<file path="src/rtl/mf3_pkg.sv">
`timescale 1ns / 1ps

package mf3_pkg;

  // Field and register widths.
  localparam int PIX_W      = 8;
  localparam int ROW_W      = 12;
  localparam int OUT_COL_W  = 10;
  localparam int ROWS_REG_W = 13;
  localparam int COLS_REG_W = 11;
  localparam int CFG_DATA_W = 13;
  localparam int CFG_IDX_W  = 2;

  // Column positions travel at the width of the largest supported line.
  localparam int COL_MAX_W  = 12;

  // Register indexes.
  localparam logic [CFG_IDX_W-1:0] REG_FRAME_ROWS = 2'd0;
  localparam logic [CFG_IDX_W-1:0] REG_FRAME_COLS = 2'd1;

  // Register reset values and limits.
  localparam logic [ROWS_REG_W-1:0] ROWS_RESET = 13'd480;
  localparam int COLS_RESET    = 640;
  localparam int MAX_ROWS      = 4096;
  localparam int DEF_MAX_WIDTH = 1024;

  // Queue between the front and the back end.
  localparam int QUEUE_DEPTH = 4;
  localparam int QPTR_W      = 2;

  // Divide by nine as a multiply by a scaled reciprocal. With the shift three
  // bits above the sum width the error term stays below one for every sum.
  localparam int SUM_W       = PIX_W + 4;
  localparam int DIV9_SHIFT  = SUM_W + 3;
  localparam int DIV9_MULT_W = SUM_W;
  localparam logic [DIV9_MULT_W-1:0] DIV9_MULT =
    DIV9_MULT_W'(((1 << DIV9_SHIFT) + 8) / 9);
  localparam int PROD_W      = SUM_W + DIV9_MULT_W;

  // One classified pixel on its way from the front to the back end.
  typedef struct packed {
    logic [PIX_W-1:0]     pixel;
    logic [PIX_W-1:0]     above1;
    logic [PIX_W-1:0]     above2;
    logic [ROW_W-1:0]     row;
    logic [COL_MAX_W-1:0] col;
    logic                 interior;
    logic                 border;
  } mf3_item_t;

endpackage

</file>
<file path="src/rtl/mf3_fifo.sv">
`timescale 1ns / 1ps

module mf3_fifo
  import mf3_pkg::*;
(
  input  logic      clk,
  input  logic      rst,
  input  logic      in_valid,
  output logic      in_ready,
  input  mf3_item_t in_item,
  output logic      out_valid,
  input  logic      out_ready,
  output mf3_item_t out_item
);

  mf3_item_t         slots [QUEUE_DEPTH];
  logic [QPTR_W-1:0] wr_ptr;
  logic [QPTR_W-1:0] rd_ptr;
  logic [QPTR_W:0]   count;
  logic              push;
  logic              pop;

  assign in_ready  = count != (QPTR_W + 1)'(QUEUE_DEPTH);
  assign out_valid = count != '0;
  assign push      = in_valid && in_ready;
  assign pop       = out_valid && out_ready;
  assign out_item  = slots[rd_ptr];

  // Pointers and fill level.
  always_ff @(posedge clk) begin
    if (rst) begin
      wr_ptr <= '0;
      rd_ptr <= '0;
      count  <= '0;
    end else begin
      if (push) begin
        wr_ptr <= wr_ptr + QPTR_W'(1);
      end
      if (pop) begin
        rd_ptr <= rd_ptr + QPTR_W'(1);
      end
      if (push && !pop) begin
        count <= count + (QPTR_W + 1)'(1);
      end else if (pop && !push) begin
        count <= count - (QPTR_W + 1)'(1);
      end
    end
  end

  // Storage.
  always_ff @(posedge clk) begin
    if (push) begin
      slots[wr_ptr] <= in_item;
    end
  end

endmodule

</file>
<file path="config.mk">
export PLATFORM = sky130hd
export DESIGN_NAME = mf3_fifo
export DESIGN_NICKNAME = d
export VERILOG_FILES = /design/src/rtl/mf3_pkg.sv /design/src/rtl/mf3_fifo.sv
export SDC_FILE = /design/constraint.sdc
export NUM_CORES = 1
export LEC_CHECK = 0
export BUFFER_PORTS_ARGS = -buffer_cell sky130_fd_sc_hd__buf_2
export CAP_MARGIN = 20
export CORE_UTILIZATION = 50
export CTS_CLUSTER_SIZE = 16
export DETAILED_ROUTE_END_ITERATION = 16
export PLACE_DENSITY = 0.71
export SYNTH_ARGS = -nofsm -noshare
export SYNTH_HDL_FRONTEND = slang
export SYNTH_SLANG_ARGS = --single-unit
</file>
<file path="constraint.sdc">
create_clock -name clk -period 2.95 [get_ports clk]
set_clock_uncertainty 0.05 [all_clocks]
set_input_delay 0.4425 -clock clk [delete_from_list [all_inputs] [get_ports clk]]
set_output_delay 0.4425 -clock clk [all_outputs]
set_load 0.005 [all_outputs]
</file>
After elaboration in Yosys (flattened, before gate mapping)

Memories as Yosys holds them, arrays and structs flattened. A register that Yosys moved wholly into a read port is not among the register bits.
Index checks and enable logic that the tools add are counted.

Input bits: 54
Bits in writable memories: 200
Logic and storage cells: 23
Memories kept: 1
Register bits: 7
Output and inout port bits: 52

$add $sub $neg: 4
Reductions and logical operators: 8
Eq/ne operators: 1
Mux-type cells: 6

Memory list:

| memory | depth | bits a word | read ports | clocked after memory_dff | wr ports | RTL line       | RTL |
|---|---|---|---|---|---|---|---|
| slots  | 4     | 50          | 1          | 1                        | 1        | mf3_fifo.sv:16 | `mf3_item_t slots [QUEUE_DEPTH];` |

Operator list:

| kind                                              | count |
|---|---|
| two-way mux 3 bit                                 | 2 |
| adder 2 x 1 -> 2 bit (second input constant)      | 2 |
| logical AND 1 bit                                 | 4 |
| two-way mux 2 bit                                 | 2 |
| adder 3 x 1 -> 3 bit (second input constant)      | 1 |
| != test 3 bit (second input constant)             | 1 |
| nonzero test 3 bit                                | 1 |
| subtractor 3 x 1 -> 3 bit (second input constant) | 1 |
| logical NOT 1 bit                                 | 2 |
| two-way mux 1 bit                                 | 2 |
| nonzero test 2 bit                                | 1 |

Longest topological paths before layout

Depth after elaboration: 6
Mapped depth: 8
Depth with buffers taken out: 8

Worst setup path before layout

Ideal clock, no wire load.

Path type: reg-to-reg
From: register count[0]
To: memory slots[0][0] (netlist name), enable pin
Library setup time: 413 ps
Period minus slack after synthesis: 2,459 ps
Path buffers: 0
Arrival time: 1,996 ps
Stages on the path, launching flop included: 4
Slack: 491 ps
Data required time: 2,487 ps
Path through: dfxtp_1 -> nor2_1 -> a21boi_2 -> and2_1

Longest elaborated chain between the ends: 4

Ends and longest elaborated chain:

| what                                    | RTL line       | RTL |
|---|---|---|
| start, declared                         | mf3_fifo.sv:19 | `logic [QPTR_W:0] count;` |
| start signal, assigned                  | mf3_fifo.sv:43 | `count <= count + (QPTR_W + 1)'(1);` |
| start signal, assigned                  | mf3_fifo.sv:45 | `count <= count - (QPTR_W + 1)'(1);` |
| != test 3 bit                           | mf3_fifo.sv:23 | `assign in_ready = count != (QPTR_W + 1)'(QUEUE_DEPTH);` |
| logical AND 1 bit                       | mf3_fifo.sv:25 | `assign push = in_valid && in_ready;` |
| via push                                | mf3_fifo.sv:20 | `logic push;` |
| two-way mux 1 bit                       | mf3_fifo.sv:52 | `if (push) begin` |
| two-way mux 1 bit (not written as such) | mf3_fifo.sv:53 | `slots[wr_ptr] <= in_item;` |
| end, declared                           | mf3_fifo.sv:16 |  |

The timed path passes the listed nets, and every way through them passes these cells.

==> out/results.ini <==
[synthesis]
synth.most_common_cell = edfxtp_1
ys_seq_area_share_pct = 79.9
synth_top_cell_area_share_pct = 77.6
yosys-top-cells-area = edfxtp_1 78%, mux4_2 15%, dfxtp_1 2.3%
yosys-top-cells-count = 200 x edfxtp_1, 50 x mux4_2, 9 x dfxtp_1
synth-seq-cells = 209
synthFlopType = edfxtp_1
ys_types = 24
ys_warn_count = 0
synth-edff-count = 200
synth_nets = 370
netlist_area_um2 = 7740
syn_area_per_cell_um2 = 25.0
synth_top_area_cell = edfxtp_1
async_reset_ff_share_pct = 0
synthCells = 310

[floorplan]
rows = 45
die_w_um = 126
initial_utilization_pct = 51.1
dieArea_um2 = 16000
core_area_um2 = 15100
die_h_um = 126
io_pins = 106

[timing]
hold_viol = 0
tns_ns = 0
max_slew_margin_pct = 71.8
timing.final.crit_share_pct = 86.5
rsz0062_at_grt = no
hold-worst-slack_ns = 0.119
final.min_clock_period_ns = 2.55
setup_violations = 0
fmax_mhz = 392
tightest_slew_ns = 0.417
slew_viol_final = 0

[job]
cap_viol_max_count = 0

[global_route]
antenna_found_initial = 1
grt_max_degree = 51
gr-usage-all-layers_pct = 17.0
grt_pass1_wl_um = 20200
grt-ovfl-total = 0
grt_pass1_vias = 3736

[clock_tree]
insertion_delay_ns = 0.48
numCtsBuffers = 22
clk_pin_slew_ns = 0.06
clockBufferDepth = 3
cts_resized = 0
cts-htree-levels = 1
postCtsSetupRepairBufs = 0
hold_buffers = 0
cts_tree = yes
root_buffer = clkbuf_16
cts_sinks = 209

[worst_setup_path]
worstPathRequired_ns = 2.46
crit_type = flip-flop to primary output
cp-start-kind = flip-flop
cp_max_fo = 27
critPathArrivalTime_ns = 2.06
cp-end-kind = primary output

[finish]
nets = 494
drive_gt1_share_pct = 44.6
area_growth_pct = 18.2

[detailed_routing]
ant_nets = 0
firstDrtPassIters = 4
avgViaCountPerCell = 5.44
drc = 0
drt-wirelength-per-cell_um = 20.3
vias = 3463
totalWireLength_um = 12900
drtIter0Drc = 220

[pwr]
powerDensity_nw_per_um2 = 856
p_leak_nw = 3.10
ir_drop_mv = 0.569

[worst_hold_path]
min_path_type = primary input to flip-flop

[status]
status = finished clean

[placement]
place_hpwl_um = 7500
io_buffers = 105
routabilityCongestion = 0.693

-- power by group --
part           internal, W  switching [W]  leakage [nW]
Combinational     0.000893       0.000736         0.873
Sequential         0.00361       0.000157          1.91
Clock              0.00141        0.00103         0.321
-- registers in the layout (all words and copies together) (netlist names), named ones only --
name,count
slots,200
wr_ptr,2
rd_ptr,2
count,3
-- cells in the final DEF, fill, tap and decap left out --
| master | n |
|---|---|
| mux2i_1 | 2 |
| a21boi_2 | 1 |
| buf_12 | 6 |
| dfxtp_4 | 1 |
| xor2_1 | 4 |
| mux4_2 | 50 |
| dfxtp_1 | 7 |
| clkinv_2 | 5 |
| nand2b_1 | 2 |
| buf_4 | 2 |
| dfxtp_2 | 1 |
| and2_2 | 4 |
| o31ai_1 | 1 |
| fa_1 | 1 |
| buf_2 | 105 |
| o21ai_0 | 1 |
| clkinv_1 | 7 |
| ha_1 | 5 |
| nand2_1 | 1 |
| clkbuf_1 | 2 |
| clkbuf_16 | 23 |
| inv_6 | 1 |
| nor2_1 | 8 |
| a21oi_1 | 1 |
| edfxtp_1 | 200 |
| mux2_2 | 1 |
| or3_1 | 2 |
| diode_2 | 1 |
| inv_1 | 3 |
| o311ai_0 | 1 |
-- critical path, cell delays in order, from the launching register on --
cell and delay, ns:
dfxtp_4 0.57, buf_12 0.30, mux4_2 0.55, buf_2 0.14
-- layout make-up --
cell class / instances / area, µm²
Antenna cell: 1 / 2.50
Clock buffer: 25 / 583
Fill cell: 1075 / 6000
Multi-Input combinational cell: 85 / 1400
Sequential cell: 209 / 6190
Inverter: 3 / 11.3
Tap cell: 188 / 235
Clock inverter: 13 / 60.1
Timing Repair Buffer: 113 / 661
-- worst paths after layout --
path | start | depth (start not counted) | slack [ns] | end
setup / recovery | flip-flop | 3 | 0.40 | out_item[49]
hold / removal | in_item[41] | 1 | 0.12 | slots[1][41]$_DFFE_PP_
setup reg to reg | count[0]$_SDFFE_PP0P_ | 8 | 0.70 | count[2]$_SDFFE_PP0P_
hold reg to reg | wr_ptr[1]$_SDFFE_PP0P_ | 2 | 0.46 | wr_ptr[1]$_SDFFE_PP0P_
-- metal layers --
layer  share of wire (%)  vias to the layer above  global-route usage, %
li1                    -                     1559                      -
met1                  41                     1808                   21.9
met2                  52                       82                   28.7
met3                 5.9                       14                   4.89
met4                 1.2                        0                   4.46
met5                   0                        -                      0
-- cells by family (layout without fill, tap and decap cells) --
logic type	count (synthesis)	count (layout)	share of synthesized area (%)
AO/OA/AOI/OAI	5	5	0.485
adder cells (fa/ha/maj)	6	6	1.07
multiplexers	53	53	15.0
AND/OR/NAND/NOR	17	17	1.08
XOR/XNOR	4	4	0.453
buffers and inverters	16	154	2.01
other	0	1	0
flip-flops	209	209	79.9
-- per-stage QoR --
step                      instances  instance area [µm²]  setup WS (ns)  util (%)  total power [W]
after floorplan                 310                 7740          0.491         -          0.00494
after detailed placement        598                 8500          0.679      56.1          0.00551
final                           637                 9150          0.399      60.4          0.00783
after global placement          598                 8500          0.798      56.1          0.00546
after CTS                       636                 9140          0.321      60.4          0.00795
after global routing            636                 9140          0.254      60.4          0.00821
Note: power is estimated with default switching activity, not from simulation.
