--- src/rtl/mf3_pkg.sv ---
`timescale 1ns / 1ps

package mf3_pkg;

  // Field and register widths.
  localparam int PIX_W      = 8;
  localparam int ROW_W      = 12;
  localparam int OUT_COL_W  = 10;
  localparam int ROWS_REG_W = 13;
  localparam int COLS_REG_W = 11;
  localparam int CFG_DATA_W = 13;
  localparam int CFG_IDX_W  = 2;

  // Column positions travel at the width of the largest supported line.
  localparam int COL_MAX_W  = 12;

  // Register indexes.
  localparam logic [CFG_IDX_W-1:0] REG_FRAME_ROWS = 2'd0;
  localparam logic [CFG_IDX_W-1:0] REG_FRAME_COLS = 2'd1;

  // Register reset values and limits.
  localparam logic [ROWS_REG_W-1:0] ROWS_RESET = 13'd480;
  localparam int COLS_RESET    = 640;
  localparam int MAX_ROWS      = 4096;
  localparam int DEF_MAX_WIDTH = 1024;

  // Queue between the front and the back end.
  localparam int QUEUE_DEPTH = 4;
  localparam int QPTR_W      = 2;

  // Divide by nine as a multiply by a scaled reciprocal. With the shift three
  // bits above the sum width the error term stays below one for every sum.
  localparam int SUM_W       = PIX_W + 4;
  localparam int DIV9_SHIFT  = SUM_W + 3;
  localparam int DIV9_MULT_W = SUM_W;
  localparam logic [DIV9_MULT_W-1:0] DIV9_MULT =
    DIV9_MULT_W'(((1 << DIV9_SHIFT) + 8) / 9);
  localparam int PROD_W      = SUM_W + DIV9_MULT_W;

  // One classified pixel on its way from the front to the back end.
  typedef struct packed {
    logic [PIX_W-1:0]     pixel;
    logic [PIX_W-1:0]     above1;
    logic [PIX_W-1:0]     above2;
    logic [ROW_W-1:0]     row;
    logic [COL_MAX_W-1:0] col;
    logic                 interior;
    logic                 border;
  } mf3_item_t;

endpackage

--- src/rtl/mf3_res_if.sv ---
`timescale 1ns / 1ps

interface mf3_res_if
  import mf3_pkg::*;
();
  logic                 valid;
  logic                 ready;
  logic [ROW_W-1:0]     out_row;
  logic [OUT_COL_W-1:0] out_col;
  logic [PIX_W-1:0]     value;
  logic                 last_of_run;

  modport source (output valid, output out_row, output out_col, output value,
                  output last_of_run, input ready);
  modport sink   (input valid, input out_row, input out_col, input value,
                  input last_of_run, output ready);
endinterface

--- src/rtl/mf3_back.sv ---
`timescale 1ns / 1ps

module mf3_back
  import mf3_pkg::*;
(
  input  logic      clk,
  input  logic      rst,
  input  logic      item_valid,
  output logic      item_ready,
  input  mf3_item_t item,
  mf3_res_if.source res_out
);

  logic [PIX_W-1:0]  win [3][3];

  logic              w1_valid;
  mf3_item_t         w1_item;
  logic              s2_valid;
  mf3_item_t         s2_item;
  logic [SUM_W-1:0]  s2_sum;
  logic              s3_valid;
  mf3_item_t         s3_item;
  logic              s3_int;
  logic [PROD_W-1:0] s3_prod;

  logic              pop;
  logic              w1_has_res;
  logic              w1_move;
  logic              s2_load;
  logic              s2_move;
  logic              s3_move;
  logic              out_free;
  logic              emit;
  logic [SUM_W-1:0]  win_sum;
  logic [ROW_W-1:0]  int_row;
  logic [COL_MAX_W-1:0] int_col;

  // Stage handshakes, from the output backwards.
  assign out_free   = !res_out.valid || res_out.ready;
  assign emit       = s3_valid && out_free;
  assign s3_move    = emit && !(s3_int && s3_item.border);
  assign s2_move    = s2_valid && (!s3_valid || s3_move);
  assign w1_has_res = w1_item.interior || w1_item.border;
  assign w1_move    = w1_valid && (!w1_has_res || !s2_valid || s2_move);
  assign s2_load    = w1_move && w1_has_res;
  assign pop        = item_valid && (!w1_valid || w1_move);
  assign item_ready = !w1_valid || w1_move;

  // Sum of the nine window pixels.
  always_comb begin
    win_sum = '0;
    for (int i = 0; i < 3; i++) begin
      for (int j = 0; j < 3; j++) begin
        win_sum = win_sum + SUM_W'(win[i][j]);
      end
    end
  end

  // The window slides one column for every transaction taken from the queue.
  always_ff @(posedge clk) begin
    if (rst) begin
      for (int i = 0; i < 3; i++) begin
        for (int j = 0; j < 3; j++) begin
          win[i][j] <= '0;
        end
      end
    end else if (pop) begin
      for (int i = 0; i < 3; i++) begin
        win[i][0] <= win[i][1];
        win[i][1] <= win[i][2];
      end
      win[0][2] <= item.above2;
      win[1][2] <= item.above1;
      win[2][2] <= item.pixel;
    end
  end

  // Stage valids.
  always_ff @(posedge clk) begin
    if (rst) begin
      w1_valid <= 1'b0;
      s2_valid <= 1'b0;
      s3_valid <= 1'b0;
    end else begin
      if (pop) begin
        w1_valid <= 1'b1;
      end else if (w1_move) begin
        w1_valid <= 1'b0;
      end
      if (s2_load) begin
        s2_valid <= 1'b1;
      end else if (s2_move) begin
        s2_valid <= 1'b0;
      end
      if (s2_move) begin
        s3_valid <= 1'b1;
      end else if (s3_move) begin
        s3_valid <= 1'b0;
      end
    end
  end

  // Stage payloads: window, sum, then scaled product.
  always_ff @(posedge clk) begin
    if (pop) begin
      w1_item <= item;
    end
    if (s2_load) begin
      s2_item <= w1_item;
      s2_sum  <= win_sum;
    end
    if (s2_move) begin
      s3_item <= s2_item;
      s3_prod <= PROD_W'(s2_sum) * PROD_W'(DIV9_MULT);
    end
  end

  // The interior flag is cleared once the filtered result has gone out, so
  // a transaction with two results emits the border result next.
  always_ff @(posedge clk) begin
    if (s2_move) begin
      s3_int <= s2_item.interior;
    end else if (emit && s3_int) begin
      s3_int <= 1'b0;
    end
  end

  assign int_row = s3_item.row - ROW_W'(1);
  assign int_col = s3_item.col - COL_MAX_W'(1);

  // Output register valid.
  always_ff @(posedge clk) begin
    if (rst) begin
      res_out.valid <= 1'b0;
    end else if (emit) begin
      res_out.valid <= 1'b1;
    end else if (res_out.ready) begin
      res_out.valid <= 1'b0;
    end
  end

  // Output register payload.
  always_ff @(posedge clk) begin
    if (emit) begin
      if (s3_int) begin
        res_out.out_row     <= int_row;
        res_out.out_col     <= OUT_COL_W'(int_col);
        res_out.value       <= s3_prod[DIV9_SHIFT +: PIX_W];
        res_out.last_of_run <= !s3_item.border;
      end else begin
        res_out.out_row     <= s3_item.row;
        res_out.out_col     <= OUT_COL_W'(s3_item.col);
        res_out.value       <= s3_item.pixel;
        res_out.last_of_run <= 1'b1;
      end
    end
  end

endmodule

--- src/flat_wrapper.sv ---
// flat-port wrapper written by rule: the top's interface ports become plain ports
module mf3_back_flat import mf3_pkg::*;
  (clk, rst, item_valid, item_ready, item, res_out_valid, res_out_out_row, res_out_out_col, res_out_value, res_out_last_of_run, res_out_ready);
  mf3_res_if res_out_i ();
  input  logic clk;
  input  logic rst;
  input  logic item_valid;
  output logic item_ready;
  input  mf3_item_t item;
  output wire logic [$bits(res_out_i.valid)-1:0] res_out_valid;
  output wire logic [$bits(res_out_i.out_row)-1:0] res_out_out_row;
  output wire logic [$bits(res_out_i.out_col)-1:0] res_out_out_col;
  output wire logic [$bits(res_out_i.value)-1:0] res_out_value;
  output wire logic [$bits(res_out_i.last_of_run)-1:0] res_out_last_of_run;
  input wire logic [$bits(res_out_i.ready)-1:0] res_out_ready;
  assign res_out_valid = res_out_i.valid;
  assign res_out_out_row = res_out_i.out_row;
  assign res_out_out_col = res_out_i.out_col;
  assign res_out_value = res_out_i.value;
  assign res_out_last_of_run = res_out_i.last_of_run;
  assign res_out_i.ready = res_out_ready;
  mf3_back u_core (.clk(clk), .rst(rst), .item_valid(item_valid), .item_ready(item_ready), .item(item), .res_out(res_out_i));
endmodule
--- config.mk ---
export PLATFORM = sky130hd
export DESIGN_NAME = mf3_back_flat
export DESIGN_NICKNAME = d
export VERILOG_FILES = /design/src/rtl/mf3_pkg.sv /design/src/rtl/mf3_res_if.sv /design/src/rtl/mf3_back.sv /design/src/flat_wrapper.sv
export SDC_FILE = /design/constraint.sdc
export NUM_CORES = 1
export LEC_CHECK = 0
export ABC_AREA = 1
export ABC_CLOCK_PERIOD_IN_PS = 8200
export BUFFER_PORTS_ARGS = -buffer_cell sky130_fd_sc_hd__buf_2
export CAP_MARGIN = 30
export CORE_MARGIN = 2
export CORE_UTILIZATION = 61
export DETAILED_ROUTE_END_ITERATION = 16
export PLACE_DENSITY = 0.89
export SLEW_MARGIN = 20
export SYNTH_ARGS = -nofsm -noshare
export SYNTH_HDL_FRONTEND = slang
export SYNTH_SLANG_ARGS = --single-unit
--- constraint.sdc ---
create_clock -name clk -period 8.2 [get_ports clk]
set_input_delay 1.23 -clock clk [delete_from_list [all_inputs] [get_ports clk]]
set_output_delay 1.23 -clock clk [all_outputs]
set_load 0.02 [all_outputs]
# Word-level counts from Yosys, hierarchy flattened
# Memories as Yosys holds them, arrays and structs flattened.
# Index checks and enable logic that the tools add are counted.
dict set report classes {
  div 0
  n_lt_le_gt_ge 0
  multipliers 1
  n_mux 27
  n_reduce_logical 26
  n_shift 0
  bitwise 9
  n_addsub 10
  n_eq_ne 0
}
# cell count
set op_table {}
lappend op_table {{$add A12 B8 Y12} 7}
lappend op_table {{$mux W8} 10}
lappend op_table {{$mul A12 B12 Y23 const B} 1}
lappend op_table {{$mux W1} 15}
lappend op_table {{$mux W12} 1}
lappend op_table {{$sub A12 B1 Y12 const B} 1}
lappend op_table {{$mux W10} 1}
lappend op_table {{$reduce_bool A2 Y1} 5}
lappend op_table {{$sub A10 B1 Y10 const B} 1}
lappend op_table {{$add A8 B8 Y9} 1}
lappend op_table {{$or A1 B1 Y1} 9}
lappend op_table {{$logic_and A1 B1 Y1} 8}
lappend op_table {{$logic_not A1 Y1} 7}
lappend op_table {{$logic_or A1 B1 Y1} 6}
dict set report totals {
  mem_bits_rw 72
  register_bits 166
  mem_count 1
  latch_bits 0
  elab_cells 99
  rom_bits 0
}
# memory depth width read_ports rd_clocked_by_memory_dff write_ports line_no
set mem_list {}
lappend mem_list {u_core.win 3 24 3 0 3 mf3_back.sv:14} ;# logic [PIX_W-1:0] win [3][3];

# Depth between registers and ports, before layout
# Gate-level depths: netlist of run 1.
dict set report depth {
  ltp_word 14
  mapped_depth 22
}

# Least setup slack after synthesis of run 1
# OpenSTA, ideal clock, no wires.
dict set report synth_path {
  kind {input to register}
  startpoint {input port res_out_ready}
  endpoint {memory u_core.win[0][0] in the netlist's numbering, enable pin}
  path_slack_ns 0.964
  n_path_buf 0
  arrival_ns 6.635
  path_stages 6
  path_cell_list {inv_1 -> nand2_1 -> a21oi_2 -> nand2_2 -> nor2_2 -> o21ai_0}
}
# element line_no
set synth_rtl {}
lappend synth_rtl {{start, declared} flat_wrapper.sv:15} ;# input wire logic [$bits(res_out_i.ready)-1:0] res_out_ready;
lappend synth_rtl {{end, declared} mf3_back.sv:14}

==> results of run 1 <==
==> per-stage QoR <==
step           hold WS [ns]  util, %  std cells  setup slack (ns)
5_1_grt              0.4233    69.89       1390             2.203
3_3_place_gp         0.4005    65.69       1349             2.979
6_report             0.4144    69.89       1390             2.538
4_1_cts              0.4008    69.65       1388             2.611
2_1_floorplan        0.4003        -       1007            0.9638
3_5_place_dp         0.4045    65.83       1350             2.869
==> placed cells by master (no fill, tap or decap), drive strengths merged <==
master and instances:
clkbuf 25, nand3b 1, a21o 7, clkinvlp 1, nand4 8, fa 78, buf 89, o21ai 19
nor2 108, o21a 2, o211ai 2, nand3 23, or2 1, a21oi 30, nor3 6, a21boi 2
bufinv 4, xor2 20, inv 245, o21bai 1, clkinv 7, a31oi 3, edfxtp 219, ha 88
nand2 119, dfxtp 4, xnor2 13
==> final cells by class <==
class / count / share of cell area, %
repair buffers: 89 / 3.753
clock buffers: 25 / 4.130
flip-flops and latches: 223 / 48.93
well taps: 265 / 2.437
clock inverters: 13 / 1.334
multi-input cells: 531 / 32.68
inverters: 244 / 6.733
==> routing by layer <==
layer	vias to the layer above	part of all wire, %
met5	-	0.13
met3	102	6.8
li1	3442	-
met4	4	4.1
met2	337	52
met1	3509	37
==> how the worst max path moves through the flow <==
stage	endpoint	slack (ns)
6_report	u_core.s2_sum[8]	2.54
5_1_grt	u_core.s2_sum[8]	2.20
4_1_cts	u_core.s2_sum[8]	2.61
3_5_place_dp	u_core.s2_sum[8]	2.87
3_3_place_gp	u_core.s2_sum[8]	2.98
2_1_floorplan	u_core.win[0][0]	0.96
==> registers in the layout (all words and copies together) (netlist names) <==
name and flops:
u_core.s2_sum 12, u_core.s2_valid 1, u_core.s3_valid 1, u_core.s3_prod 8, u_core.res_out.valid 1, u_core.w1_valid 1
u_core.res_out.out_row 12, u_core.res_out.last_of_run 1, u_core.res_out.out_col 10, u_core.res_out.value 8, u_core.s3_item 31, u_core.w1_item 32
u_core.s2_item 32, u_core.win 72, u_core.s3_int 1
==> critical path, cell delays in order, from the launching register on <==
cell and delay (ns):
sky130_fd_sc_hd__edfxtp_1 0.39, sky130_fd_sc_hd__ha_1 0.37, sky130_fd_sc_hd__a21o_1 0.19, sky130_fd_sc_hd__a31oi_1 0.35, sky130_fd_sc_hd__o21bai_1 0.14, sky130_fd_sc_hd__xnor2_1 0.23, sky130_fd_sc_hd__inv_1 0.08, sky130_fd_sc_hd__fa_1 0.50
sky130_fd_sc_hd__inv_1 0.06, sky130_fd_sc_hd__fa_1 0.52, sky130_fd_sc_hd__fa_1 0.53, sky130_fd_sc_hd__fa_1 0.56, sky130_fd_sc_hd__inv_1 0.05, sky130_fd_sc_hd__ha_1 0.38, sky130_fd_sc_hd__nand2_1 0.07, sky130_fd_sc_hd__o21ai_0 0.40
sky130_fd_sc_hd__a21oi_1 0.13, sky130_fd_sc_hd__o21ai_0 0.30, sky130_fd_sc_hd__xor2_1 0.13
==> cells by family after synthesis <==
logic type / Yosys count / share of synthesized area, %
AND/OR/NAND/NOR: 266 / 9.121
buffers and inverters: 253 / 8.293
AO/OA/AOI/OAI: 66 / 3.085
flip-flops: 223 / 55.08
XOR/XNOR: 33 / 2.392
adder cells (fa/ha/maj): 166 / 22.03
==> results.md, run 1 <==
- Outcome: complete, no violations
- Number of diodes added for antenna fixing: 0
- Final period util: 69.05%
- Core outline area: 19460 um2
- Hold-critical path depth: 0
- Gr usage total: 23.44%
- Sequential share of the synthesized area: 55.08%
- # Max-Cap Violations: 0
- Source of the worst hold timing path: u_core.s2_item[46]
- Met3 demand-to-capacity share in global routing: 3.685%
- Via Count: 7394
- Net count reported at finish: 1331
- Startpoint type of the worst setup path: flop
- Met1 Track Usage GR: 29.83%
- Weighted congestion reported at the end of routability-driven placement: 0.9066
- Relative slew margins: 38.30%
- Clk Latency, worst-skew pair: 0.51 ns
- Initial DRC Count: 897
- Number of warnings reported in the yosys synthesis log: 0
- CTS tree: yes
- CTS Sinks: 223
- Design area: 13600 um2
- Category of the worst setup path capture point: flop
- Number of detailed-routing iterations run before antenna repair: 5
- Number of H-tree levels: 1
- Largest area contributor in the netlist: sky130_fd_sc_hd__edfxtp_1
- Setup violators final: 0
- Area of the mapped netlist: 12090 um2
- Top-area cell type share of the netlist area: 54.42%
- Multi-input gate area in the final layout: 4446 um2
- Yosys reg bits: 223
- Highest clock frequency the design can meet: 176.6 MHz
- Met2 global-route usage: 40.89%
- Initial antenna violation count: 2
- Starting utilization of the core area: 62.10%
- Vias in the first global route: 7835
- Max clock buf depth: 3
- Vias per inst: 5.319
- Hold crit path type: flop to flop
- Buffers inserted during post-CTS setup optimization: 0
- Die outline width: 144.8 um
- Clock transition at the registers of the reported paths: 0.07 ns
- Resized cells post-CTS: 0
- Antenna Nets Post-Route: 0
- Worst Path Required: 8.43 ns
- Dominant cells by area after synthesis: sky130_fd_sc_hd__edfxtp_1, sky130_fd_sc_hd__fa_1, sky130_fd_sc_hd__ha_1
- Most used flip-flop cell after synthesis: sky130_fd_sc_hd__edfxtp_1
- Post-synth net total: 1227
- Overall routed net length: 23180 um
- Top fanout value on the critical path: 5
- Endpoint of the lowest-slack register-to-register path: u_core.s2_sum[8]
- Share of final-layout standard cells stronger than drive strength 1: 11.91%
- Library cell used as clock root buffer: sky130_fd_sc_hd__clkbuf_16
- Unrepaired setup endpoints after global routing: no
- Number of slew-limit violations in the final report: 0
- Length in cells of the worst reg-to-reg path: 18
- Crit path DAT: 5.89 ns
- Wire length per cell after detailed routing: 16.68 um
- Total clock buffers created by CTS: 22
- Most repeated cell in the gate-level netlist after synthesis: sky130_fd_sc_hd__inv_1
- Shortest clock period the worst path allows after layout: 5.662 ns
- Combined flip-flop and latch cell area: 6656 um2
- Height of the die: 144.8 um
- Mean cell area of the mapped netlist: 12.00 um2
- Area of the die: 20950 um2
- Busiest layer in global routing: met2
- Area growth from synthesis to layout: 12.56%
- Terminating pin of the worst hold path: u_core.s3_item[46]
- EDFF count, synth: 219
- Port buffer count: 84
- Synthesized instance count: 1007
- Least-Margin Pin Slew: 0.9255 ns
- Distinct cells, synth: 30
- DRC violation count after routing: 0
- Global-route wire length before repair: 37980 um
- Setup clock skew after layout: 0.02395 ns
- Most used standard cells in the synthesized netlist: sky130_fd_sc_hd__inv_1, sky130_fd_sc_hd__edfxtp_1, sky130_fd_sc_hd__nand2_1, sky130_fd_sc_hd__nor2_1, sky130_fd_sc_hd__ha_1
- Overflow left after global routing: 0
- Pin count of the biggest net entering global routing: 73
- Num ports: 87
- Final HPWL DP: 15660 um
- Instance area at placement: 12810 um2
- Register-to-register path setup slack: 2.54 ns
- Worst Path Class, Setup: flop to flop
- Row Count: 51
- Final Hold Violating Endpoints: 0
- Share of async-settable or async-resettable flops after synthesis: 0%
- Hold buffer count at CTS: 0
- Number of fillers in the final layout: 1199
- Source of the worst register-to-register timing path: u_core.win[0][10]
- Setup total negative slack: 0 ns
- Worst setup path startpoint: u_core.win[0][10]
Power of run 1 is left out: the tool's default activity adds up to more than one toggle a clock period on the data nets, which glitch-free logic cannot reach.
==> inputs of run 2 (changes only) <==
--- a/config.mk
+++ b/config.mk
@@ -6,13 +6,13 @@
 export NUM_CORES = 1
 export LEC_CHECK = 0
 export ABC_AREA = 1
-export ABC_CLOCK_PERIOD_IN_PS = 8200
+export ABC_CLOCK_PERIOD_IN_PS = 4750
 export BUFFER_PORTS_ARGS = -buffer_cell sky130_fd_sc_hd__buf_2
 export CAP_MARGIN = 30
 export CORE_MARGIN = 2
-export CORE_UTILIZATION = 61
+export CORE_UTILIZATION = 55
 export DETAILED_ROUTE_END_ITERATION = 16
-export PLACE_DENSITY = 0.89
+export PLACE_DENSITY = 0.85
 export SLEW_MARGIN = 20
 export SYNTH_ARGS = -nofsm -noshare
 export SYNTH_HDL_FRONTEND = slang
==> constraint.sdc (replaced) <==
create_clock -name clk -period 4.75 [get_ports clk]
set_input_delay 0.7125 -clock clk [delete_from_list [all_inputs] [get_ports clk]]
set_output_delay 0.7125 -clock clk [all_outputs]
set_load 0.02 [all_outputs]
==> results.md, run 2 (synthesis results as in run 1) <==
- Wire length per cell after detailed routing: 15.50 um
- Vias per inst: 5.106
- Number of detailed-routing iterations run before antenna repair: 5
- Setup clock skew after layout: 0.01378 ns
- Post-Route Utilization: 64.61%
- Unrepaired setup endpoints after global routing: yes
- Final HPWL DP: 16170 um
- Shortest clock period the worst path allows after layout: 4.710 ns
- Area of the die: 23180 um2
- CTS tree: yes
- Number of flip-flops under the largest register name: 72
- Clk Latency, worst-skew pair: 0.52 ns
- Setup violators final: 0
- Number of slew-limit violations in the final report: 0
- Overflow left after global routing: 0
- Highest clock frequency the design can meet: 212.3 MHz
- Global-route wire length before repair: 36090 um
- Worst Hold Slack: 0.3730 ns
- Top library cells by usage in the layout, fill and taps aside: sky130_fd_sc_hd__inv_1, sky130_fd_sc_hd__edfxtp_1, sky130_fd_sc_hd__nand2_1, sky130_fd_sc_hd__nor2_1, sky130_fd_sc_hd__buf_2
- Startpoint type of the worst setup path: flop
- Total clock buffers created by CTS: 23
- Count of non-filler cells in the finished layout: 1432
- Register-to-register path setup slack: 0.04 ns
- Antenna Nets Post-Route: 0
- Net count reported at finish: 1354
- Max clock buf depth: 3
- CTS Sinks: 223
- Worst Path Required: 5.00 ns
- Combined flip-flop and latch cell area: 6656 um2
- Slowest stage cell on the critical path: sky130_fd_sc_hd__fa_1
- Registers with the highest flip-flop counts: u_core.win x72, u_core.s2_item x32, u_core.w1_item x32
- Num ports: 87
- Via Count: 7312
- # Max-Cap Violations: 0
- Top fanout value on the critical path: 6
- Share of final-layout standard cells stronger than drive strength 1: 16.33%
- Gr usage total: 19.19%
- Port buffer count: 84
- Clock transition at the registers of the reported paths: 0.06 ns
- Height of the die: 152.2 um
- Area growth from synthesis to layout: 15.94%
- Setup slack after layout: 0.03992 ns
- Most common library cell in the layout ignoring fill and taps: sky130_fd_sc_hd__inv_1
- Vias in the first global route: 7739
- Final period util: 99.16%
- Starting utilization of the core area: 55.72%
- Weighted congestion reported at the end of routability-driven placement: 0.8403
- Core outline area: 21690 um2
- Worst Path Class, Setup: flop to flop
- DRC violation count after routing: 0
- Initial antenna violation count: 1
- Crit path DAT: 4.96 ns
- Reg with most FFs: u_core.win
- Sequence of cells on the critical path: ha_2 -> inv_2 -> fa_2 -> o21ai_4 -> nand2_2 -> nand2_2 -> a21oi_2 -> xor2_1 -> inv_1 -> fa_1 -> inv_2 -> fa_2 -> fa_2 -> fa_1 -> inv_2 -> ha_4 -> a21oi_1 -> o211ai_1 -> xor2_1
- Least-Margin Pin Slew: 0.6339 ns
- Overall routed net length: 22200 um
- Initial DRC Count: 422
- Hold crit path type: input port to flop
- Post-Place Setup Slack: -0.2385 ns
- Pin count of the biggest net entering global routing: 73
- Number of fillers in the final layout: 1455
- Highest cell delay on the worst timing path: 0.56 ns
- Placed cell count: 1382
- Number of H-tree levels: 1
- Die outline width: 152.2 um
- Multi-input gate area in the final layout: 4619 um2
- Relative slew margins: 57.74%
- Final Hold Violating Endpoints: 0
- Row Count: 54
- Library cell used as clock root buffer: sky130_fd_sc_hd__clkbuf_16
- Outcome: complete, no violations
- Category of the worst setup path capture point: flop
-- run 2: changes by cell type in the layout (fill, tap and decap cells not counted), moves of 5 or more --
cell | before | now
sky130_fd_sc_hd__fa_1 | 78 | 72
sky130_fd_sc_hd__a21oi_1 | 29 | 23
sky130_fd_sc_hd__inv_1 | 244 | 239
sky130_fd_sc_hd__ha_4 | 0 | 6
sky130_fd_sc_hd__ha_1 | 88 | 80
sky130_fd_sc_hd__inv_2 | 0 | 5
sky130_fd_sc_hd__fa_2 | 0 | 6
sky130_fd_sc_hd__nand2_2 | 1 | 7
sky130_fd_sc_hd__buf_4 | 2 | 21
sky130_fd_sc_hd__nand2_1 | 117 | 111
-- run 2: layer usage --
layer  vias up  wire (um)  global-route usage (%)  part of all wire (%)
li1       3483          -                       -                     -
met1      3545       8492                   22.21                    38
met2       217      11780                   35.41                    53
met3        67       1027                   2.986                   4.6
met4         0        898                   8.189                   4.0
met5         -          0                       0                     0
-- run 2: timing repair --
action | in CTS | in global routing
gates resized for setup | 16 | 27
endpoints found under the setup margin | 7 | 6
setup buffers | 3 | 3
hold buffers | 0 | 0
hold endpoints to repair | 0 | 0
pin swaps | 10 | 32
-- run 2: path summary, 6_finish.rpt --
check                                        start                  to  cells after the start
worst max-delay path              u_core.win[0][8]    u_core.s2_sum[9]                     19
worst min-delay path                      item[10]  u_core.w1_item[10]                      1
worst max register to register    u_core.win[0][8]    u_core.s2_sum[9]                     19
worst min register to register  u_core.s2_item[46]  u_core.s3_item[46]                      0
-- run 2: worst max-delay path, delay by kind of cell, from the launching register on --
kind,cells,cell delay [ns]
adders and majority gates,7,2.83
and+or+nand+nor,2,0.14
AOI/OAI and AO/OA,4,0.60
buffers and inverters,4,0.20
DFF,1,0.35
xor gates and xnor gates,2,0.32
-- run 2: final cells by class --
class                           count  share of cell area (%)
Tap cell                          280                   2.500
Multi-Input combinational cell    531                   32.97
Clock buffer                       29                   4.340
Timing Repair Buffer              111                   5.045
Clock inverter                     13                   1.089
Inverter                          244                   6.536
Antenna cell                        1                 0.01786
Sequential cell                   223                   47.50
-- run 2: metrics by stage --
step                setup TNS, ns  cell area (um2)
floorplan                       0            12090
global placement          -0.3112            12920
detailed placement        -0.8838            12980
CTS                             0            13860
global route              -0.5085            14010
finish                          0            14010
Power of run 2 is left out for the same reason.
